===== config.mk =====
export PLATFORM = sky130hd
export DESIGN_NAME = ssdbm_ram
export DESIGN_NICKNAME = d
export VERILOG_FILES = /design/src/rtl/ssdbm_ram.sv
export SDC_FILE = /design/constraint.sdc
export NUM_CORES = 2
export LEC_CHECK = 0
export BUFFER_PORTS_ARGS = -buffer_cell sky130_fd_sc_hd__clkbuf_2
export CAP_MARGIN = 20
export CORE_MARGIN = 4
export CORE_UTILIZATION = 40
export DETAILED_ROUTE_END_ITERATION = 8
export GPL_TIMING_DRIVEN = 0
export SLEW_MARGIN = 40
export SYNTH_ARGS = -nofsm -noshare
export SYNTH_HDL_FRONTEND = slang
export SYNTH_SLANG_ARGS = --single-unit

===== constraint.sdc =====
create_clock -name clk -period 2.83 [get_ports clk]
set_input_delay 0.1415 -clock clk [delete_from_list [all_inputs] [get_ports clk]]
set_output_delay 0.1415 -clock clk [all_outputs]
set_load 0.01 [all_outputs]

===== src/rtl/ssdbm_ram.sv =====
// generic single write port, single read port ram with registered read
module ssdbm_ram #(
  parameter int WIDTH = 8,
  parameter int DEPTH = 256
) (
  input  logic                     clk,
  input  logic                     we,
  input  logic [$clog2(DEPTH)-1:0] waddr,
  input  logic [WIDTH-1:0]         wdata,
  input  logic [$clog2(DEPTH)-1:0] raddr,
  output logic [WIDTH-1:0]         rdata
);

  logic [WIDTH-1:0] mem [DEPTH];
  logic [WIDTH-1:0] rdata_r;

  always_ff @(posedge clk) begin
    if (we) begin
      mem[waddr] <= wdata;
    end
    rdata_r <= mem[raddr];
  end

  assign rdata = rdata_r;

endmodule


# Word level (Yosys, flattened, before mapping)

Memory sizes are Yosys's and may differ from the RTL's. A register that Yosys moved wholly into a read port is not among the register bits.
Cells that the tools add are included.

Muxes and demuxes: 2

Operators with widths:

| operator         | count |
|---|---|
| 1-bit 2-to-1 mux | 2 |

Register bits: 0
Memory bits (writable): 2048
Input port bits: 26
Word-level logic and storage cells: 3
Memories: 1

Memories:

| memory | depth | bits a word | read ports | clocked after memory_dff | wr ports | line | source |
|---|---|---|---|---|---|---|---|
| mem    | 256   | 8           | 1          | 1                        | 1        | 14   | `logic [WIDTH-1:0] mem [DEPTH];` |

# Logic depth before layout (Yosys ltp)

Depth in word-level cells: 2
Gate-level depth with buffers: 11
Depth with buffers taken out: 6

# Least setup slack after synthesis

OpenSTA, ideal clock, no wires.

Path type: input to register
From: in raddr[0]
To: reg rdata_r[2] (netlist: rdata[2]), read port of mem
Data arrival time: 1.948 ns
Required time: 2.699 ns
Path slack: 0.751 ns
Cell stages on the path: 9
Cells stage by stage: buf_6 > buf_12 > buf_8 > buf_2 > mux4_2 > a22oi_1 > a21oi_1 > nor4_1 > nor4_2

RTL lines:

| element         | line | source |
|---|---|---|
| start, declared | 10   | `input logic [$clog2(DEPTH)-1:0] raddr,` |
| end, declared   | 15   | `logic [WIDTH-1:0] rdata_r;` |

==> impl_results.md <==
- Post-place setup slack: -1384 ps
- TritonCTS clock tree: built
- Rows: roughly 160
- Failing checks: setup timing
- Cell Area, Synth: just under 0.08 mm²
- Clk_lat worst skew: 850 ps
- Port Buffers: 26
- CTS Root Cell: clkbuf_16
- Final Power: between 60 and 70 mW
- Die Width: roughly 450 µm
- Initial drt markers: between 6,000 and 7,000
- Area grow syn2layout: 14.79%
- Largest family of logic cells by synthesized area: multiplexers
- Share of the synthesized area in the top cell type: roughly 77%
- Bufs on Longest Clock Path: 3
- First-pass GRT wire length: between 300 and 400 mm
- Die area: a little over 0.2 mm²
- Adder-Cell Fraction of Synth Area: 0%
- Crit. End Element: flip-flop
- Post-synthesis xor/xnor area fraction: 0%
- LEAKAGE: 27.88 nW
- CP arrival: around 3700 ps
- Hold Path Depth: 3
- Fin nets: roughly 4,000
- Htree depth: 4
- Initial antenna violation count: 18
- Terminus of the critical flop-to-flop path: rdata[0]
- Mux contribution to synthesized area: around 15%
- Synth top area cells: edfxtp_1, mux4_2, mux2i_1, nor2_1, a22oi_1
- FMAX: about 340 MHz
- Critical Path Start Type: primary input
- Fin. Hold Viols: 0
- Pin count of the biggest net entering global routing: 97
- Max_cap viols: 0
- Final std cells w/o fill: roughly 6,800
- Crit path kind: primary input to flip-flop
- FILL cells: about 16,000
- DP Cell Count: ~6,400
- Placed cell area: approximately 0.085 mm²
- Via count: 41,470
- Max-slew violation count: 0
- Hold path endpoint: mem[116][0]
- Maximum vdd drop: about 0.71 mV
- Cell with the most instances after synthesis: edfxtp_1
- Worst-path clk slew: approximately 60 ps
- Initial Util: between 40% and 50%
- Min-delay src: waddr[4]
- Final WL: about 240 mm
- All-layer global routing usage: a little under a quarter
- Commonest register cell after synthesis: edfxtp_1
- Reg2reg start: mem[83][0]
- Fin area: 0.09132 mm²
- Synth Area in Simple Gates: under 10%
- Final setup margin: -143.4 ps
- Min Clock Period, post-route: between 2000 and 3000 ps
- Area leader, netlist: edfxtp_1
- Vias in the first global route: about 41,000
- DR WL/cell: between 30 and 40 µm
- Power Dens Cells: between 600 and 700 mW/mm²
- Global placement routability congestion: ~0.98
- Drt drc: 0
- Fraction of registers with async set/reset: 0%
- CTS Sinks: just over 2,000
- Setup Viol. Count Final: 8
- EDFF count, synth: slightly above 2,000
- Post-DP HPWL: around 170 mm
- Post-DRT Antenna Nets: 0
- I/O Pins: 34
- Setup Skew: about 40 ps
- Die outline height: roughly 450 µm
- Share of layout cells above drive strength 1: between 20% and 30%
- TritonRoute pass-1 iters: 7
- Via density: between 6 and 7
- Critical Path Start: raddr[1]
- Synth unique cells: 55
- Post-synth net total: about 3,800
- RSZ-0062 raised after global routing: no
- Core area: around 0.2 mm²
- Flop2flop setup slack: -20 ps
- Seq/Total Area, Yosys: between 70% and 80%
- R2r worst-path depth: 5
- Worst Tran Pin Value: a little over 1000 ps
- Remaining Overflow, GRT: 0
- Syn_area_per_cell: ~21 µm²
- Number of buffers created by CTS: just over 200
- Synth Area in Compound Gates: under 10%
- Worst EP required: roughly 3600 ps
- Outcome: complete, but fails checks
- Syn Inst Count: between 3,000 and 4,000
- Hold/Removal Path Class: primary input to flip-flop
- Final period util: 105.1%
- Post-synth top cells: edfxtp_1, mux4_2, nor2_1, mux2i_1, a22oi_1
- CP Max Fanout: 10
- Slew headroom: around 32%
- Yosys warns: 0
- Post-synthesis register bit count: 2,056
==> worst max path at each step <==
stage               end  slack (ps)
3_3_place_gp   rdata[1]       -2610
3_5_place_dp   rdata[3]       -1380
2_1_floorplan  rdata[2]         750
6_report       rdata[5]        -140
4_1_cts        rdata[3]         -50
5_1_grt        rdata[0]           6
==> registers in the layout, summed over array words and instances (netlist names) <==
register,cells
rdata,8
mem,2048
==> report_power, final <==
| group | internal, mW | switching (mW) | total (mW) | leakage, nW |
|---|---|---|---|---|
| Clock | 14.1 | 11.6 | 25.7 | 3.02 |
| Combinational | 1.21 | 2.65 | 3.86 | 6.39 |
| Sequential | 33.6 | 0.0206 | 33.6 | 18.5 |
| Total | 48.9 | 14.3 | 63.2 | 27.9 |
==> metal layers <==
metal	up-vias	GRT usage [%]	wire length (µm)
met5	-	0	32
li1	16270	-	-
met2	2534	36.10	112600
met3	507	6.871	26830
met4	4	11.10	12870
met1	22160	31.38	92420
==> logic make-up (layout without fill, tap and decap cells) <==
kind of cell / count (synthesis) / in the layout
flops: 2056 / 2056
buf+inv: 235 / 675
mux: 591 / 591
simple gates: 466 / 466
other cells: 0 / 5
compound gates: 385 / 385
==> metrics by stage <==
step                setup TNS [ps]  utilization [%]  hold WS, ps
floorplan                        0                -        240.4
global placement          -4998880            41.99        536.6
detailed placement         -214340            42.83        483.6
CTS                         -50.37            46.08        64.57
global route                     0            46.21        134.9
finish                      -829.5            46.21        114.4
==> repair_timing <==
action | 4_1_cts | 5_1_grt
endpoints found under the hold margin | 640 | 0
hold buffers | 8 | 0
cloned | 0 | 0
setup buffers | 0 | 0
endpoints found under the setup margin | 8 | 8
pin swaps | 0 | 1
resized for setup | 27 | 20
==> cell usage in the layout, fill, tap and decap left out, drive strengths merged, types with 10 or more instances in the layout <==
| cell | synthesis | routed |
|---|---|---|
| edfxtp | 2048 | 2048 |
| o22ai | 28 | 28 |
| buf | 122 | 156 |
| o21ai | 12 | 12 |
| mux2i | 134 | 134 |
| nor4 | 27 | 27 |
| a221oi | 14 | 14 |
| a22oi | 133 | 133 |
| clkbuf | 111 | 404 |
| o221ai | 47 | 47 |
| a21oi | 96 | 96 |
| a211oi | 16 | 16 |
| nand3 | 34 | 34 |
| mux4 | 456 | 456 |
| nor2 | 282 | 282 |
| nor3 | 22 | 22 |
| o211ai | 10 | 10 |
| nor2b | 31 | 31 |
| clkinv | 1 | 85 |
| nand2 | 33 | 33 |
| nand4 | 10 | 10 |
==> final cells by class <==
type                    instances  area [µm²]  area share, %
diodes                          5       12.51        0.01370
plain buffers                 232        1585          1.736
clock buffers                 266        5421          5.937
clock inverters               103       824.5         0.9029
inverters                       2       7.507       0.008220
multi-input cells            1442       17310          18.95
flip-flops and latches       2056       61660          67.52
well taps                    2640        3303          3.617
repair buffers                 72        1204          1.318
==> worst max-delay path, stage by stage <==
cell and delay (ps):
buf_2 150, buf_4 290, buf_2 490, clkbuf_2 550
mux4_2 390, a22oi_1 340, nand2_1 200, a211oi_1 830
nor4_2 60, buf_2 210
Power figures use the tool's default switching activity.
