===== src/rtl/ssdbm_pkg.sv =====
// shared types and constants of the ssd block matching disparity unit
package ssdbm_pkg;

  localparam int PIX_W      = 8;
  localparam int SQ_W       = 16;
  localparam int COST_W     = 24;
  localparam int OUT_DISP_W = 6;
  localparam int CFG_IDX_W  = 8;
  localparam int CFG_DATA_W = 9;
  localparam int IN_DATA_W  = 32;
  localparam int OUT_DATA_W = 32;

  // configuration register indexes
  localparam logic [CFG_IDX_W-1:0] REG_MAX_DISP = 8'd0;
  localparam logic [CFG_IDX_W-1:0] REG_RADIUS   = 8'd1;
  localparam logic [CFG_IDX_W-1:0] REG_WIDTH    = 8'd2;
  localparam logic [CFG_IDX_W-1:0] REG_HEIGHT   = 8'd3;

  // register reset values
  localparam logic [6:0] RST_MAX_DISP = 7'd16;
  localparam logic [2:0] RST_RADIUS   = 3'd2;
  localparam logic [8:0] RST_WIDTH    = 9'd256;
  localparam logic [8:0] RST_HEIGHT   = 9'd256;

  // item kinds
  localparam logic OP_STORE = 1'b0;
  localparam logic OP_QUERY = 1'b1;

  // tag that travels with each pixel pair read
  typedef struct packed {
    logic vld;
    logic last_pix;
    logic last_all;
  } tag_t;

endpackage


===== src/rtl/ssdbm_seq.sv =====
// window and disparity address sequencer, one pixel pair read per cycle
module ssdbm_seq
  import ssdbm_pkg::*;
#(
  parameter int MAX_WIDTH      = 256,
  parameter int MAX_HEIGHT     = 256,
  parameter int MAX_DISP_LIMIT = 64
) (
  input  logic                                            clk,
  input  logic                                            rst_n,
  input  logic                                            start,
  input  logic [7:0]                                      col,
  input  logic [7:0]                                      row,
  input  logic [2:0]                                      radius,
  input  logic [$clog2(MAX_WIDTH)-1:0]                    w1,
  input  logic [$clog2(MAX_HEIGHT)-1:0]                   h1,
  input  logic [$clog2(MAX_DISP_LIMIT)-1:0]               nd1,
  output logic                                            empty,
  output logic                                            run,
  output tag_t                                            tag,
  output logic [$clog2(MAX_DISP_LIMIT)-1:0]               d,
  output logic [$clog2(MAX_WIDTH)+$clog2(MAX_HEIGHT)-1:0] laddr,
  output logic [$clog2(MAX_WIDTH)+$clog2(MAX_HEIGHT)-1:0] raddr
);

  localparam int CW = $clog2(MAX_WIDTH);
  localparam int RW = $clog2(MAX_HEIGHT);
  localparam int DW = $clog2(MAX_DISP_LIMIT);
  localparam int MW = (CW > RW) ? CW : RW;
  localparam int AW = ((MW > 8) ? MW : 8) + 2;

  logic [AW-1:0] col_x, row_x, r_x, w1_x, h1_x;
  logic [AW-1:0] j0_x, j1_x, i0_x, i1_x, sum_x;
  logic [CW-1:0] sc;
  logic          last_pix, last_all;

  logic          run_r;
  logic [CW-1:0] jj_r, j0_r, j1_r;
  logic [RW-1:0] ii_r, i0_r, i1_r;
  logic [DW-1:0] d_r;

  always_comb begin
    col_x = AW'(col);
    row_x = AW'(row);
    r_x   = AW'(radius);
    w1_x  = AW'(w1);
    h1_x  = AW'(h1);
    j0_x  = (col_x >= r_x) ? col_x - r_x : '0;
    j1_x  = (col_x + r_x > w1_x) ? w1_x : col_x + r_x;
    i0_x  = (row_x >= r_x) ? row_x - r_x : '0;
    i1_x  = (row_x + r_x > h1_x) ? h1_x : row_x + r_x;
    empty = (j0_x > w1_x) || (i0_x > h1_x);
  end

  // shifted first-image column, held at the right border
  always_comb begin
    sum_x = AW'(jj_r) + AW'(d_r);
    sc    = (sum_x > w1_x) ? w1 : sum_x[CW-1:0];
  end

  assign last_pix = (jj_r == j1_r) && (ii_r == i1_r);
  assign last_all = last_pix && (d_r == nd1);

  always_ff @(posedge clk) begin
    if (!rst_n) begin
      run_r <= 1'b0;
      jj_r  <= '0;
      ii_r  <= '0;
      d_r   <= '0;
      j0_r  <= '0;
      j1_r  <= '0;
      i0_r  <= '0;
      i1_r  <= '0;
    end else if (start && !empty) begin
      run_r <= 1'b1;
      jj_r  <= j0_x[CW-1:0];
      ii_r  <= i0_x[RW-1:0];
      d_r   <= '0;
      j0_r  <= j0_x[CW-1:0];
      j1_r  <= j1_x[CW-1:0];
      i0_r  <= i0_x[RW-1:0];
      i1_r  <= i1_x[RW-1:0];
    end else if (run_r) begin
      if (jj_r == j1_r) begin
        jj_r <= j0_r;
        if (ii_r == i1_r) begin
          ii_r <= i0_r;
          if (d_r == nd1) begin
            run_r <= 1'b0;
          end else begin
            d_r <= d_r + 1'b1;
          end
        end else begin
          ii_r <= ii_r + 1'b1;
        end
      end else begin
        jj_r <= jj_r + 1'b1;
      end
    end
  end

  assign run          = run_r;
  assign tag.vld      = run_r;
  assign tag.last_pix = last_pix;
  assign tag.last_all = last_all;
  assign d            = d_r;
  assign laddr        = {ii_r, sc};
  assign raddr        = {ii_r, jj_r};

endmodule


===== config.mk =====
export PLATFORM = sky130hd
export DESIGN_NAME = ssdbm_seq
export DESIGN_NICKNAME = d
export VERILOG_FILES = /design/src/rtl/ssdbm_pkg.sv /design/src/rtl/ssdbm_seq.sv
export SDC_FILE = /design/constraint.sdc
export NUM_CORES = 1
export LEC_CHECK = 0
export BUFFER_PORTS_ARGS = -buffer_cell sky130_fd_sc_hd__buf_4
export CAP_MARGIN = 10
export CELL_PAD_IN_SITES_DETAIL_PLACEMENT = 1
export CELL_PAD_IN_SITES_GLOBAL_PLACEMENT = 1
export CORE_MARGIN = 10
export CORE_UTILIZATION = 43
export DETAILED_ROUTE_END_ITERATION = 10
export PLACE_DENSITY_LB_ADDON = 0.1
export SYNTH_ARGS = -nofsm -noshare
export SYNTH_HDL_FRONTEND = slang
export SYNTH_SLANG_ARGS = --single-unit

===== constraint.sdc =====
create_clock -name clk -period 5 [get_ports clk]
set_clock_uncertainty 0.1 [all_clocks]
set_input_delay 1 -clock clk [delete_from_list [all_inputs] [get_ports clk]]
set_output_delay 1 -clock clk [all_outputs]
set_load 0.02 [all_outputs]

# Word-level counts from Yosys, hierarchy flattened
# Index checks and enable logic that the tools add are counted.
classes:
  add_sub_neg: 8
  n_lt_le_gt_ge: 7
  n_eq_ne: 3
  mux: 17
  bitwise_logic: 2
  reduce_logical: 10
op_table:
  columns: ["cell", "n"]
  rows:
  - ["two-way mux 8 bit", 10]
  - ["> comparator 9 x 8 -> 1 bit", 3]
  - ["> comparator 10 x 8 -> 1 bit", 2]
  - ["two-way mux 10 bit", 2]
  - ["adder 8 x 3 -> 9 bit", 2]
  - ["subtractor 8 x 3 -> 9 bit", 2]
  - ["adder 8 x 1 -> 8 bit (second input constant)", 2]
  - ["equality test 8 bit", 2]
  - [">= comparator 8 x 3 -> 1 bit", 2]
  - ["adder 8 x 6 -> 9 bit", 1]
  - ["adder 6 x 1 -> 6 bit (second input constant)", 1]
  - ["equality test 6 bit", 1]
  - ["two-way mux 1 bit", 5]
  - ["AND reduction 4 bit", 1]
  - ["nonzero test 2 bit", 2]
  - ["logical AND 1 bit", 3]
  - ["inverter 1 bit", 2]
  - ["AND reduction 2 bit", 1]
  - ["OR reduction 2 bit", 1]
  - ["logical NOT 1 bit", 1]
  - ["logical OR 1 bit", 1]
totals:
  reg_bits: 55
  in_bits: 44
  out_inout_bits: 43
  word_cells: 55

# Logic depth before layout (Yosys ltp)
depth:
  depth_word: 8
  mapped_depth: 19

# Least setup slack after synthesis
# OpenSTA, ideal clock, no wires.
synth_path:
  kind: "input-to-output"
  from: "input radius[2]"
  to: "output empty"
  t_arrival_ps: 3773
  required_ps: 3900
  slack_ps: 127
  path_stages: 15
  path_buffers: 2
  cell_sequence: "inv_1 ha_1 buf_4 a21oi_2 nand3b_1 or4_1 mux2i_1 inv_1 ha_1 a211o_1 a21oi_1 a31oi_1 nor4_4 inv_2 buf_2"
synth_between:
  elab_chain_len: 4
synth_rtl:
  columns: ["element", "line_no", "text"]
  rows:
  - ["start, declared", "ssdbm_seq.sv:14", "input logic [2:0] radius,"]
  - ["subtractor 8 x 3 -> 9 bit / >= comparator 8 x 3 -> 1 bit (equally long branches)", "ssdbm_seq.sv:50", "i0_x = (row_x >= r_x) ? row_x - r_x : '0;"]
  - ["two-way mux 10 bit (*)", "ssdbm_seq.sv:50", null]
  - ["net i0_x[7]", "ssdbm_seq.sv:33", "logic [AW-1:0] j0_x, j1_x, i0_x, i1_x, sum_x;"]
  - ["> comparator 10 x 8 -> 1 bit (*)", "ssdbm_seq.sv:52", "empty = (j0_x > w1_x) || (i0_x > h1_x);"]
  - ["logical OR 1 bit (*)", "ssdbm_seq.sv:52", null]
  - ["end, declared", "ssdbm_seq.sv:18", "output logic empty,"]
# Mark *: on every way through the listed nets, which the timed path passes. The rest lies on a longest branch.

# Final worst setup path
# Ends and elaborated chain as after synthesis.

==> metrics.cfg <==
[critical_path]
crit_path_start_kind = input port
cp_slowest_cell = or4_4
rr_worst_depth = 6
path_class = in2out
worst-path-buf-inv = 5
regToRegEndpoint = d[1]$_SDFFE_PP0P_
critical_path_peak_fanout = 3
critPathTopFamily = simple AND/OR/NAND/NOR gates
required_ps = 3900
r2r_start = jj_r[6]$_SDFFE_PN0P_
r2r_slack_ps = 2260
end_kind = primary output
arrival_ps = 3750
cpPeakStageDelay_ps = 440
worstPathCellList = buf_4 > inv_4 > ha_4 > nand3b_1 > nand3b_1 > or4_4 > mux2i_2 > inv_1 > ha_4 > a211o_1 > a21oi_2 > a31oi_2 > nor4_4 > inv_2 > buf_6

[placed_design]
io_buffers = 86
hpwl_um = 14000
place_inst = 878
placed_area_um2 = 6140
place_ws_ps = -49.5
gp_congestion = 0.833

[die]
die-area_um2 = 17200
core_um2 = 12100
die_h_um = 131
initial_core_util_pct = 44.0
die-width_um = 131
ios = 87
rows = 40

[final_layout]
layout-drive-gt1-share_pct = 26.1
antennaDiodeCount = 0
stdcell_count = 891
area_delta_synth_final_pct = 23.9
final_cell_area_um2 = 6580
fin_nets = 833

[synthesis]
async_flop_share_pct = 0
yosysSeqAreaShare_pct = 20.7
ys_top_cells_by_count = ha_1 (61), dfxtp_1 (55), a21oi_1 (43), xnor2_1 (41), nand2_1 (36)
yosys-top-cells-area = dfxtp_1 (21%), ha_1 (14%), xnor2_1 (6.8%), mux2i_1 (4.5%), a21oi_1 (4.1%)
synth_most_common_cell = ha_1
syn_nets = 751
synth_cell_type_count = 65
yosys.area.top_type = dfxtp_1
synth_top_area_share_pct = 20.7
synth_edf_count = 0
synth_seq_cells = 55
ys_warn_count = 0
syn-cell-area_um2 = 5310
syn_area_per_cell_um2 = 8.29
syn_inst = 641
synth_ff_type = dfxtp_1

[worst_hold_path]
hold_class = reg2reg
hp-start = i0_r[3]$_SDFFE_PN0P_
hold_end = i0_r[3]$_SDFFE_PN0P_
hold_depth = 1

[global_route]
grt_pass1_vias = 5561
use_met1_pct = 25.0
grtUsageMet3_pct = 2.55
gr-total-overflow = 0
grt_pass1_wl_um = 29000
grt_busiest_layer = met2
grt_use_total_pct = 19.8
antenna_found_initial = 0
grt_util_met2_pct = 34.9
grt_start_max_net_pins = 31

[clocking]
cts_max_level = 2
tritoncts = yes
cts_sinks = 55
numCtsBuffers = 5
clock_latency_ps = 300
root_buffer = clkbuf_16
clkTransAtPathRegs_ps = 70
cts-hold-fix-buffers = 0
clk_path_buf_depth = 2

[sta]
setup_ws_ps = 152
slew_headroom_pct = 39.9
finalSetupViolCount = 0
timing.final.hold_violations = 0
final.min_clock_period_ps = 4850
tightest_slew_ps = 900
max_freq_mhz = 206
fin_crit_sh_pct = 97.0
final_max_slew_viol_count = 0

[pwr]
peakVddDrop_v = 0.000144
p_per_area_nw_per_um2 = 299
p_leak_nw = 2.91

[routing]
vias = 5152
wirelength_um = 18000
first_pass_iters = 6
ant_nets = 0
drc = 0
via_per_inst = 5.78
drt_iter0_markers = 268
routedWlPerCell_um = 20.2

[outcome]
status = complete, no violations

[job]
max_cap_viol_count = 0

[through the flow]
stage,util [%],power [mW],hold WS (ps),setup TNS [ps]
floorplan,-,1.20,340,0
global placement,50.9,1.49,352,0
detailed placement,50.9,1.53,361,-49.5
CTS,52.9,1.94,379,0
global route,54.6,2.10,402,-116
finish,54.6,1.97,377,0
[cell families after synthesis]
kind of cell | Yosys count | share of synthesized area [%]
simple gates | 180 | 18.4
compound gates | 168 | 21.3
buf+inv | 79 | 6.92
fa+ha+maj | 66 | 16.3
xor+xnor | 57 | 9.40
flops | 55 | 20.7
mux | 36 | 7.07
[state kept, by name, summed over array words and instances, names as in the netlist]
name	cells
j1_r	8
j0_r	8
d	6
i0_r	8
jj_r	8
i1_r	8
ii_r	8
run	1
[layout make-up]
type / count / area (um2)
tap: 168 / 210
clock buffer: 5 / 125
inverter: 34 / 130
fill: 1418 / 5480
multi-input combinational: 507 / 4070
sequential: 55 / 1100
clock inverter: 2 / 37.5
timing repair buffer: 120 / 908
[worst max path at each step]
| stage | start | to | depth (start not counted) |
|---|---|---|---|
| after floorplan | radius[2] | empty | 15 |
| after global placement | col[0] | empty | 16 |
| after detailed placement | col[0] | empty | 16 |
| after CTS | radius[1] | empty | 15 |
| after global routing | col[0] | empty | 16 |
| final | radius[2] | empty | 15 |
[metal layers]
| metal | vias up | wire length, um |
|---|---|---|
| met1 | 2556 | 8050 |
| met2 | 90 | 9200 |
| met5 | - | 0 |
| li1 | 2498 | - |
| met3 | 8 | 614 |
| met4 | 0 | 131 |
[timing repair]
action                     in CTS  in global routing
pin swaps                       7                 18
setup buffers                   3                  3
resized for setup              10                 40
gates cloned                    0                  0
setup endpoints to repair       9                  9
[cell usage in the layout (no fill, tap or decap), drive strengths merged, types with 6 or more instances in the layout]
cell    netlist  layout
a21o          6       6
o21ai        29      29
xnor2        41      41
nor4          8       8
ha           61      61
xor2         16      16
nor3         13      13
mux2i        24      24
dfxtp        55      55
o211a         6       6
a21oi        45      45
a211oi       17      17
buf          26     120
and4         10      10
inv          32      32
nand4         9       9
nor2b        13      13
nor2         28      28
and3          7       7
o21a          7       7
mux2         12      12
nand2b        6       6
nand2        36      36
nand3        27      27
o22ai         8       8
o211ai        6       6
[where the power goes]
part / switching (mW) / internal (mW)
combinational: 0.564 / 0.441
clock: 0.166 / 0.234
sequential: 0.0716 / 0.495
total: 0.801 / 1.17
Power figures use the tool's default switching activity.
