--- src/rtl/ssdbm_pkg.sv ---
// shared types and constants of the ssd block matching disparity unit
package ssdbm_pkg;

  localparam int PIX_W      = 8;
  localparam int SQ_W       = 16;
  localparam int COST_W     = 24;
  localparam int OUT_DISP_W = 6;
  localparam int CFG_IDX_W  = 8;
  localparam int CFG_DATA_W = 9;
  localparam int IN_DATA_W  = 32;
  localparam int OUT_DATA_W = 32;

  // configuration register indexes
  localparam logic [CFG_IDX_W-1:0] REG_MAX_DISP = 8'd0;
  localparam logic [CFG_IDX_W-1:0] REG_RADIUS   = 8'd1;
  localparam logic [CFG_IDX_W-1:0] REG_WIDTH    = 8'd2;
  localparam logic [CFG_IDX_W-1:0] REG_HEIGHT   = 8'd3;

  // register reset values
  localparam logic [6:0] RST_MAX_DISP = 7'd16;
  localparam logic [2:0] RST_RADIUS   = 3'd2;
  localparam logic [8:0] RST_WIDTH    = 9'd256;
  localparam logic [8:0] RST_HEIGHT   = 9'd256;

  // item kinds
  localparam logic OP_STORE = 1'b0;
  localparam logic OP_QUERY = 1'b1;

  // tag that travels with each pixel pair read
  typedef struct packed {
    logic vld;
    logic last_pix;
    logic last_all;
  } tag_t;

endpackage

--- src/rtl/ssdbm_acc.sv ---
// difference, square, window accumulate and winner-take-all select
module ssdbm_acc
  import ssdbm_pkg::*;
#(
  parameter int MAX_DISP_LIMIT = 64
) (
  input  logic                              clk,
  input  logic                              rst_n,
  input  tag_t                              tag_in,
  input  logic [$clog2(MAX_DISP_LIMIT)-1:0] d_in,
  input  logic [PIX_W-1:0]                  lpix,
  input  logic [PIX_W-1:0]                  rpix,
  output logic                              done,
  output logic                              busy,
  output logic [COST_W-1:0]                 best_cost,
  output logic [$clog2(MAX_DISP_LIMIT)-1:0] best_d
);

  localparam int DW = $clog2(MAX_DISP_LIMIT);

  tag_t              p1_tag_r, p2_tag_r, p3_tag_r;
  logic [DW-1:0]     p1_d_r, p2_d_r, p3_d_r;
  logic [PIX_W-1:0]  p2_abs_r;
  logic [SQ_W-1:0]   p3_sq_r;
  logic [COST_W-1:0] acc_r, best_r;
  logic [DW-1:0]     best_d_r;
  logic [PIX_W-1:0]  abs_diff;
  logic [COST_W-1:0] cost;

  assign abs_diff = (lpix >= rpix) ? lpix - rpix : rpix - lpix;
  assign cost     = acc_r + COST_W'(p3_sq_r);

  always_ff @(posedge clk) begin
    if (!rst_n) begin
      p1_tag_r <= '0;
      p2_tag_r <= '0;
      p3_tag_r <= '0;
      acc_r    <= '0;
    end else begin
      p1_tag_r <= tag_in;
      p2_tag_r <= p1_tag_r;
      p3_tag_r <= p2_tag_r;
      if (p3_tag_r.vld) begin
        acc_r <= p3_tag_r.last_pix ? '0 : cost;
      end
    end
  end

  always_ff @(posedge clk) begin
    p1_d_r   <= d_in;
    p2_d_r   <= p1_d_r;
    p2_abs_r <= abs_diff;
    p3_d_r   <= p2_d_r;
    p3_sq_r  <= p2_abs_r * p2_abs_r;
    // first disparity seeds the best, later ones win only when strictly lower
    if (p3_tag_r.vld && p3_tag_r.last_pix && ((p3_d_r == '0) || (cost < best_r))) begin
      best_r   <= cost;
      best_d_r <= p3_d_r;
    end
  end

  assign done      = p3_tag_r.vld && p3_tag_r.last_all;
  assign busy      = p1_tag_r.vld || p2_tag_r.vld || p3_tag_r.vld;
  assign best_cost = best_r;
  assign best_d    = best_d_r;

endmodule

--- config.mk ---
export PLATFORM = sky130hd
export DESIGN_NAME = ssdbm_acc
export DESIGN_NICKNAME = d
export VERILOG_FILES = /design/src/rtl/ssdbm_pkg.sv /design/src/rtl/ssdbm_acc.sv
export SDC_FILE = /design/constraint.sdc
export NUM_CORES = 1
export LEC_CHECK = 0
export ABC_AREA = 0
export BUFFER_PORTS_ARGS = -buffer_cell sky130_fd_sc_hd__buf_2
export CAP_MARGIN = 30
export CORE_MARGIN = 2
export CORE_UTILIZATION = 35
export CTS_CLUSTER_DIAMETER = 120
export DETAILED_ROUTE_END_ITERATION = 10
export GPL_TIMING_DRIVEN = 0
export PLACE_DENSITY = 0.58
export REMOVE_ABC_BUFFERS = 1
export SETUP_SLACK_MARGIN = 0.1
export SKIP_LAST_GASP = 1
export SYNTH_ARGS = -nofsm -noshare
export SYNTH_HDL_FRONTEND = slang
export SYNTH_SLANG_ARGS = --single-unit
--- constraint.sdc ---
create_clock -name clk -period 7.3 [get_ports clk]
set_clock_uncertainty 0.05 [all_clocks]
set_input_delay 0.365 -clock clk [delete_from_list [all_inputs] [get_ports clk]]
set_output_delay 0.365 -clock clk [all_outputs]
set_load 0.1 [all_outputs]
# After elaboration in Yosys (flattened, before gate mapping)
# Cells that the tools add are included.
# word_totals
register_bits	105
in_bits	27
out_inout_bits	32
elab_cells	32
# op_classes
n_addsub	3
n_mul	1
order_cmp	2
muxes	2
reduce_logical	7
# ops
operator	n
$add 24x16->24	1
$lt 24x24->1	1
$mux 24	1
$mul 8x8->16	1
$sub 8x8->8	2
$ge 8x8->1	1
$mux 8	1
$logic_not 6->1	1
$logic_and 1x1->1	3
$logic_or 1x1->1	3

# Longest topological paths before layout
# Gate-level depths: netlist (run 1).
# depth
depth_word	4
ltp_mapped	18
depth_no_buf	17

# Worst setup path after synthesis (run 1)
# No wires, ideal clock.
# synth_timing
path_kind	register -> register
startpoint	register p3_sq_r[0]
endpoint	register best_r[0], in the netlist best_cost[0] (enable)
setup_ps	435
arrival_ps	4612
required_ps	6815
path_slack_ps	2202
stages_incl_launch_ff	16
n_path_buf	0
period_less_slack_ps	5098
path_cell_list	dfxtp_1 -> ha_1 -> ha_1 -> a211oi_2 -> o21ai_1 -> o41a_4 -> a21o_1 -> a21oi_1 -> xnor2_1 -> ha_1 -> and4_1 -> a21oi_1 -> a21oi_1 -> a211oi_1 -> o31ai_1 -> a31oi_1
# synth_via
elab_chain_len	4
# synth_lines
element	line_no	source
from (decl)	ssdbm_acc.sv:24	logic [SQ_W-1:0] p3_sq_r;
from (signal assigned)	ssdbm_acc.sv:54	p3_sq_r <= p2_abs_r * p2_abs_r;
$add 24x16->24	ssdbm_acc.sv:31	assign cost = acc_r + COST_W'(p3_sq_r);
named net cost[10]	ssdbm_acc.sv:28	logic [COST_W-1:0] cost;
$lt 24x24->1	ssdbm_acc.sv:56	if (p3_tag_r.vld && p3_tag_r.last_pix && ((p3_d_r == '0) || (cost < best_r))) begin
$logic_or 1x1->1	ssdbm_acc.sv:56	
$logic_and 1x1->1	ssdbm_acc.sv:56	
to (signal assigned)	ssdbm_acc.sv:57	best_r <= cost;
to (decl)	ssdbm_acc.sv:25	logic [COST_W-1:0] acc_r, best_r;
# The timed path passes the listed nets, and every way through them passes these cells.
# A chain may end at the register's enable or synchronous reset.

# Worst setup path after layout (run 1)
# layout_timing
startpoint	register p3_sq_r[0]
endpoint	register best_r[7], in the netlist best_cost[7] (enable)
# Same word-level chain as after synthesis.

==> results of run 1 <==
[state kept, by name, indices dropped and copies added (netlist names)]
signal and flops:
p2_tag_r 3, best_cost 24, p3_d_r 6, best_d 6, p2_abs_r 8, p1_d_r 6
p3_sq_r 15, acc_r 24, p1_tag_r 3, p2_d_r 6, p3_tag_r 3
[layer usage]
layer,share of wire (%),wire length [microns],GRT usage [%],up-vias
met5,0,0,0,-
met4,1.1,136,3.316,0
met3,2.8,329,2.430,9
met2,47,5610,21.05,61
met1,49,5811,16.39,2178
li1,-,-,-,2403
[worst max-delay path by stage]
stage                 from      endpoint  slack [ns]  cells past startpoint
5_1_grt        p2_abs_r[5]   p3_sq_r[15]        2.42                     14
3_5_place_dp   p2_abs_r[4]   p3_sq_r[15]        2.76                     17
6_report        p3_sq_r[0]  best_cost[7]        2.78                     16
3_3_place_gp    p3_sq_r[0]  best_cost[3]        0.94                     15
2_1_floorplan   p3_sq_r[0]  best_cost[0]        2.20                     15
4_1_cts        p2_abs_r[4]   p3_sq_r[15]        2.74                     17
[cell families after synthesis]
logic type,synth area share [%]
adders and majority gates,24.27
buffers and inverters,6.897
xor gates and xnor gates,5.540
AOI/OAI and AO/OA,14.04
muxes,1.357
DFF,35.88
and+or+nand+nor,12.02
[layout make-up]
class	instances	share of cell area, %
Clock buffer	10	3.339
Clock inverter	6	0.7013
Inverter	102	5.109
Multi-Input combinational cell	453	50.91
Sequential cell	104	31.79
Tap cell	234	3.907
Timing Repair Buffer	59	4.241
[layout by cell type, fill, tap and decap left out, types with 2 or more instances in the layout]
| cell type | count |
|---|---|
| a211oi_1 | 3 |
| a21o_1 | 25 |
| a21oi_1 | 32 |
| a221o_1 | 2 |
| a22o_1 | 7 |
| a22oi_1 | 10 |
| a31oi_1 | 5 |
| a31oi_4 | 2 |
| a41oi_1 | 2 |
| and2_1 | 26 |
| and3_1 | 3 |
| buf_2 | 58 |
| clkbuf_16 | 10 |
| dfxtp_1 | 74 |
| edfxtp_1 | 30 |
| fa_1 | 28 |
| ha_1 | 84 |
| inv_1 | 102 |
| inv_6 | 4 |
| mux2i_1 | 9 |
| nand2_1 | 37 |
| nand2b_1 | 7 |
| nand3_1 | 6 |
| nand4_1 | 6 |
| nor2_1 | 40 |
| nor2b_1 | 9 |
| nor3_1 | 10 |
| nor4_1 | 3 |
| o211ai_1 | 2 |
| o21a_1 | 2 |
| o21ai_0 | 19 |
| o21bai_1 | 3 |
| o31ai_1 | 5 |
| or4_1 | 3 |
| xnor2_1 | 22 |
| xor2_1 | 20 |
[metrics by stage]
stage               cells  hold slack, ns
global placement      951          0.2600
CTS                   968         0.04717
global route          968         0.04393
floorplan             659          0.2596
detailed placement    952          0.2621
finish                968         0.06027
[report_power, final]
| group | leakage, nW | total, mW | switching (mW) | internal [mW] |
|---|---|---|---|---|
| sequential | 0.892 | 0.749 | 0.0482 | 0.701 |
| combinational | 2.64 | 1.98 | 1.08 | 0.895 |
| clock | 0.152 | 0.491 | 0.231 | 0.260 |
==> run metrics, run 1 <==
EDFF count, synth=30; vias in the first global route=4,461; grt total ovfl=0; DRC violations left=0; area grow syn2layout=12.85%; cell with the most instances after synthesis=inv_1; R2R cell count=16; r2r setup slk=2.78 ns; power density cells=429.3 nW/um^2; DR vias/cell=4.805; Hold EP=p1_d_r[1]; Tot GR Track Use=12.47%; vias=4,651; CP max-delay cell=a31oi_4; worst slack, placed=2.758 ns; DR WL/cell=12.28 microns; Most used DFF post-synth=dfxtp_1; outcome=finished clean; Startpoint Class=register; final wirelength=11,890 microns; Period minus WS final=4.518 ns; FP Rows=50; footprint of the multi-input gates=3815 sq um; WP data arrival=4.53 ns; slack of the critical path=2.782 ns; first-pass GRT wire length=20,470 microns; async set-reset flop share out of synthesis=0%; port buffer count=58; post-synth top area cell=dfxtp_1; share of the synthesized area in the top cell type=22.31%; Sequential Area=2382 sq um; die area=20,090 sq um; antenna violations before repair=0; Slew HR=41.28%; Worst Path Required=7.31 ns; final hold violations=0; cts bufs inserted=9; core area=18,640 sq um; Post-CTS Setup Repair Bufs=0; ant diodes=0; Ports=59; Setup TNS Final=0 ns; root buf cell=clkbuf_16; Hold Crit Depth=1; hpwl dp=9359 microns; worst-path fanout max=19; Mapped Avg Cell Area=9.823 sq um; CTS tree=built; H-tree levels=3; post-cts resize count=0; Slew Viols, Final=0; Post-synth top cells=102 x inv_1, 84 x ha_1, 74 x dfxtp_1; final setup vio count=0; worst reg2reg startpoint=p3_sq_r[0]; Area after DPL=7191 sq um; unrepaired setup endpoints after global routing=no; Yosys reg bits=104; DIE HEIGHT=141.7 microns; HP Class=input port to register; delay-heaviest family, CP=compound AO/OA/AOI/OAI gates; Hold Startpoint=d_in[1]; Die Wd=141.7 microns; synth unique cells=58; Worst Path Buf+Inv=1; worst slew pin tran=0.8809 ns; Worst-path clk slew=0.07 ns; Fillers=1,846; maximum VDD drop=0.2799 mV; warnings from Yosys=0; WS Path Type=register to register; post-route cell area=7493 sq um; final core occ=40.19%; initial drt markers=159; CP cell instances=ha_1, ha_1, a211oi_2, o21ai_1, o41a_4, a21o_1, a21oi_1, xnor2_1, ha_1, and4_1, a21oi_1, a21oi_1, a211oi_1, o31ai_1, a31oi_4, buf_16; maxcap violations=0; worst skew pair latency=0.35 ns; Fmax=0.2213 GHz; largest net degree at the start of global routing=20; crit-path max cell delay=0.49 ns; sequential share of the synthesized area=35.88%; post-route ant nets=0; cell count after synthesis=676; Leak=3.679 nW; Design Power=3.217 mW; Final GP Congestion=0.7836; Post-Syn Area=6640 sq um; Pre-antenna DRT Iters=4; hold_buf cts=0; share of cells above drive strength 1=11.58%; final period utilization=61.89%; Synth area leaders=dfxtp_1 22%, ha_1 16%, edfxtp_1 14%, fa_1 8.4%, inv_1 5.8%; Initial Util=35.62%; reg-to-reg endpoint=best_cost[7]; Critical Path Sink Type=register; CTS Buffer Depth=2; nets@finish=868; Clock Sinks=104
Power figures use the tool's default switching activity.
==> run 2, diff against run 1 <==
ABC_AREA = 1   (was 0)
PLACE_DENSITY = 0.59   (was 0.58)
clock period = 4 ns   (was 7.3 ns; I/O delays follow)
==> run metrics, run 2 <==
Mapped Avg Cell Area=7.737 sq um (-21%); EDFF count, synth=30 (unchanged); Post-synth top cells=251 x nand2_1, 185 x inv_1, 84 x ha_1; worst-path fanout max=4 (-15); final hold violations=0 (unchanged); root buf cell=clkbuf_16; Area after DPL=7856 sq um (+9.3%); final setup vio count=0 (unchanged); worst skew pair latency=0.36 ns (about the same); cell count after synthesis=936 (+38%); first-pass GRT wire length=25,660 microns (+25%); CTS tree=built; CTS Buffer Depth=2 (unchanged); Synth area leaders=dfxtp_1 20%, ha_1 15%, nand2_1 13%, edfxtp_1 12%, inv_1 9.6%; Leak=4.512 nW (+23%); most frequent cells in the layout=242 x nand2_1, 179 x inv_1, 79 x ha_1; outcome=finished clean; Die Wd=147.8 microns (+4.3%); maximum VDD drop=0.7214 mV (+160%); Critical Path Sink Type=register; post-synth top area cell=dfxtp_1; FP Rows=52 (+4.0%); Final GP Congestion=0.8566 (+9.3%); synth unique cells=41 (-29%); power density cells=815.2 nW/um^2 (+90%); cts bufs inserted=9 (unchanged); Clock Sinks=104 (unchanged); initial drt markers=275 (+73%); DR WL/cell=11.25 microns (-8.4%); Worst Path Required=4.20 ns (-3.11 ns); Fmax=0.2591 GHz (+17%); area grow syn2layout=18.16%; final core occ=42.15% (+2.0 points); largest net degree at the start of global routing=29 (+45%); maxcap violations=0 (unchanged); vias in the first global route=5,757 (+29%); HP Class=input port to register; hpwl dp=11,490 microns (+23%); unrepaired setup endpoints after global routing=yes; antenna violations before repair=0 (unchanged); post-route cell area=8557 sq um (+14%); Finished Layout Cells=1,292 (+33%); Yosys reg bits=104 (unchanged); DRC violations left=0 (unchanged); CP max-delay cell=fa_1; crit-path max cell delay=0.54 ns (+0.05 ns); Slew HR=40.39% (-0.89 points); core area=20,300 sq um (+8.9%); DIE HEIGHT=147.8 microns (+4.3%); Startpoint Class=register; post-route ant nets=0 (unchanged); grt total ovfl=0 (unchanged); async set-reset flop share out of synthesis=0% (unchanged); ant diodes=0 (unchanged); warnings from Yosys=0 (unchanged); CP cell instances=nand2_4, inv_2, fa_1, inv_1, fa_1, inv_2, fa_1, inv_2, fa_1, inv_2, ha_4, a21oi_2, o21ai_2, a21oi_2, nor2_2, nand2_1, nand2_1, xor2_1; share of the synthesized area in the top cell type=20.46% (-1.9 points); WP data arrival=4.06 ns (-0.47 ns); dpl cells=1,251 (+31%); Post-Syn Area=7242 sq um (+9.1%); sequential share of the synthesized area=32.90% (-3.0 points); Most used DFF post-synth=dfxtp_1; Tot GR Track Use=14.18% (+1.7 points); slack of the critical path=0.1408 ns (-2.641 ns); most common cell after layout, fill and taps aside=nand2_1; worst slew pin tran=0.8932 ns (+0.01238 ns); nets@finish=1,156 (+33%); share of cells above drive strength 1=16.73% (+5.2 points); cell with the most instances after synthesis=nand2_1; vias=5,749 (+24%); DR vias/cell=4.450 (-7.4%); port buffer count=58 (unchanged); Pre-antenna DRT Iters=4 (unchanged); final period utilization=96.48% (+35 points); worst slack, placed=-0.3076 ns (-3.066 ns); Worst-path clk slew=0.08 ns (about the same); Slew Viols, Final=0 (unchanged); die area=21,860 sq um (+8.8%); Ports=59 (unchanged); Initial Util=35.68% (+0.058 points); final wirelength=14,530 microns (+22%); H-tree levels=3 (unchanged); Period minus WS final=3.859 ns (-0.6589 ns); WS Path Type=register to register
run 2: cell type report:
| cell class | instances | area, sq um |
|---|---|---|
| clock buffer | 9 | 225.2 |
| clock inverter | 7 | 88.84 |
| fill | 2059 | 11740 |
| inverter | 190 | 713.2 |
| multi-input combinational | 627 | 4247 |
| sequential | 104 | 2410 |
| tap | 270 | 337.8 |
| timing repair buffer | 85 | 535.5 |
run 2: where the power goes:
group          total (mW)  internal [mW]  switching (mW)
clock network       0.898          0.452           0.447
registers            1.35           1.29          0.0659
logic                4.73           2.15            2.58
run 2: final timing paths:
kind	from	end	slack, ns	cells past startpoint
hold / removal	rst_n	p2_tag_r[0]	0.1	3
setup / recovery	p2_abs_r[7]	p3_sq_r[14]	0.14	18
setup reg to reg	p2_abs_r[7]	p3_sq_r[14]	0.14	18
hold reg to reg	p1_d_r[1]	p2_d_r[1]	0.28	0
run 2: critical path, delay by kind of cell (launching register included):
family | cells | cell delay (ns)
adders and majority gates | 5 | 2.32
DFF | 1 | 0.36
buffers and inverters | 5 | 0.22
and+or+nand+nor | 4 | 0.24
AOI/OAI and AO/OA | 3 | 0.41
xor gates and xnor gates | 1 | 0.14
run 2: cells by family after synthesis:
group                      count (synthesis)  synth area share, %
muxes                                      2               0.2764
xor gates and xnor gates                  30                3.732
buffers and inverters                    205                10.71
adders and majority gates                112                22.25
DFF                                      104                32.90
AOI/OAI and AO/OA                         88                6.721
and+or+nand+nor                          395                23.41
run 2: what timing repair did:
action / CTS / global route
setup endpoints to repair: 6 / 5
hold buffers: 9 / 0
buffers inserted: 8 / 8
hold endpoints to repair: 9 / 0
pin swaps: 6 / 21
gates resized for setup: 29 / 27
run 2: per-stage QoR:
step | total power, mW | hold WS [ns] | setup TNS, ns
floorplan | 4.252 | 0.1777 | -6.636
detailed placement | 4.920 | 0.2536 | -1.016
global placement | 4.836 | 0.2531 | -39.35
global route | 7.715 | 0.1130 | 0
finish | 6.975 | 0.09598 | 0
CTS | 6.317 | 0.09895 | 0
run 2: metal layers:
| metal | GRT usage (%) | wire length, microns | vias to the layer above |
|---|---|---|---|
| met5 | 0 | 0 | - |
| met3 | 2.191 | 344 | 17 |
| li1 | - | - | 3070 |
| met1 | 18.07 | 6893 | 2602 |
| met2 | 24.95 | 7086 | 60 |
| met4 | 4.000 | 209 | 0 |
==> run 3, diff against run 2 <==
ABC_AREA = unset   (was 1)
==> run metrics, run 3 (synthesis gave the netlist of run 1 again) <==
FP Rows=50 (-3.8%); hpwl dp=9307 microns (-19%); Design Power=7.493 mW (+7.4%); worst slack, placed=-0.5733 ns (-0.2657 ns); DR vias/cell=4.837 (+8.7%); HP Class=input port to register; nets@finish=917 (-21%); die area=20,090 sq um (-8.1%); Period minus WS final=3.940 ns (+0.08081 ns); Initial Util=35.62% (-0.058 points); Leak=3.984 nW (-12%); root buf cell=clkbuf_16; maximum VDD drop=0.7900 mV (+9.5%); vias=4,919 (-14%); worst skew pair latency=0.35 ns (about the same); Finished Layout Cells=1,017 (-21%); grt total ovfl=0 (unchanged); CP max-delay cell=o41a_4; Slew HR=41.99% (+1.6 points); unrepaired setup endpoints after global routing=yes; antenna violations before repair=0 (unchanged); worst-path fanout max=12 (+8); Clock Sinks=104 (unchanged); DIE HEIGHT=141.7 microns (-4.1%); DR WL/cell=12.96 microns (+15%); Final GP Congestion=0.7903 (-7.7%); share of cells above drive strength 1=25.54% (+8.8 points); cts bufs inserted=9 (unchanged); Ports=59 (unchanged); Worst Path Buf+Inv=3 (-2); Die Wd=141.7 microns (-4.1%); first-pass GRT wire length=22,580 microns (-12%); final setup vio count=0 (unchanged); Pre-antenna DRT Iters=4 (unchanged); most frequent cells in the layout=93 x inv_1, 73 x ha_1, 63 x dfxtp_1; Slew Viols, Final=0 (unchanged); WS Path Type=register to register; Critical Path Sink Type=register; final period utilization=98.50% (+2.0 points); most common cell after layout, fill and taps aside=inv_1; crit-path max cell delay=0.39 ns (-0.15 ns); post-route ant nets=0 (unchanged); CP cell instances=ha_4, ha_4, a211oi_4, o21ai_2, o41a_4, o21a_4, a31oi_4, buf_6, nor2_4, xor2_2, ha_1, a21o_1, a21oi_2, o21ai_1, nand2_1, nand3_2, a31oi_4, buf_6, buf_12; vias in the first global route=4,813 (-16%); maxcap violations=0 (unchanged); DRC violations left=0 (unchanged); CTS Buffer Depth=2 (unchanged); ant diodes=0 (unchanged); core area=18,640 sq um (-8.2%); CTS tree=built; area grow syn2layout=25.85%; dpl cells=952 (-24%); slack of the critical path=0.05997 ns (-0.08081 ns); outcome=finished clean; final hold violations=0 (unchanged); H-tree levels=3 (unchanged); Worst Path Required=4.02 ns (-0.18 ns); largest net degree at the start of global routing=19 (-34%); delay-heaviest family, CP=compound AO/OA/AOI/OAI gates; Worst-path clk slew=0.07 ns (about the same); port buffer count=58 (unchanged); Fmax=0.2538 GHz (-2.1%); r2r setup slk=0.06 ns (-0.08 ns); Startpoint Class=register; worst slew pin tran=0.8701 ns (-0.02314 ns); Tot GR Track Use=13.76% (-0.42 points); final wirelength=13,180 microns (-9.3%); power density cells=896.6 nW/um^2 (+10%); WP data arrival=3.96 ns (-0.10 ns); initial drt markers=167 (-39%)
run 3: cell types whose count changed in the layout (fill, tap and decap cells not counted), moves of 8 or more:
cell,before,now
nor2_1,52,34
nand2_2,17,3
nand3_1,36,5
buf_4,16,32
a22oi_1,0,10
a21oi_1,49,25
nor2b_1,0,8
nand2_1,242,33
a21o_1,5,25
xnor2_1,10,20
and2_1,9,20
inv_1,179,93
run 3: power by group:
group / internal (mW) / leakage, nW / switching (mW)
clock: 0.449 / 0.146 / 0.412
combinational: 2.55 / 2.94 / 2.71
sequential: 1.29 / 0.896 / 0.0805
total: 4.29 / 3.98 / 3.21
run 3: final timing paths:
path,cells after the start,start,to
setup / recovery,19,acc_r[0],best_d[1]
hold / removal,2,tag_in[2],p1_tag_r[2]
setup reg to reg,19,acc_r[0],best_d[1]
hold reg to reg,0,p1_d_r[1],p2_d_r[1]
run 3: stage by stage:
step / utilization (%) / area (sq um) / setup TNS [ns] / hold slack [ns]
final: 44.83 / 8357 / 0 / 0.01196
after CTS: 43.96 / 8195 / 0 / 0.001961
after global routing: 44.83 / 8357 / -3.708 / 0.01239
after floorplan: - / 6565 / -33.03 / 0.1777
after global placement: 38.34 / 7148 / -72.82 / 0.2524
after detailed placement: 38.57 / 7191 / -16.94 / 0.2543
run 3: final cells by class:
class                      count  area, sq um
fill                        1770        10290
multi-input combinational    453         4202
sequential                   104         2416
timing repair buffer         108        773.2
inverter                     102        385.4
tap                          234        292.8
clock buffer                  10        239.0
clock inverter                 6        48.80
run 3: per-layer routing:
| layer | part of all wire (%) | global-route usage, % | up-vias |
|---|---|---|---|
| li1 | - | - | 2505 |
| met1 | 47 | 17.79 | 2322 |
| met2 | 48 | 23.20 | 74 |
| met3 | 3.1 | 2.666 | 18 |
| met4 | 1.8 | 4.526 | 0 |
| met5 | 0 | 0 | - |
run 3: timing repair:
item,in CTS,in global routing
endpoints found under the setup margin,38,36
hold buffers,8,0
pin swaps,59,27
cloned,1,0
setup buffers,29,11
hold endpoints to repair,8,0
gates resized for setup,90,19
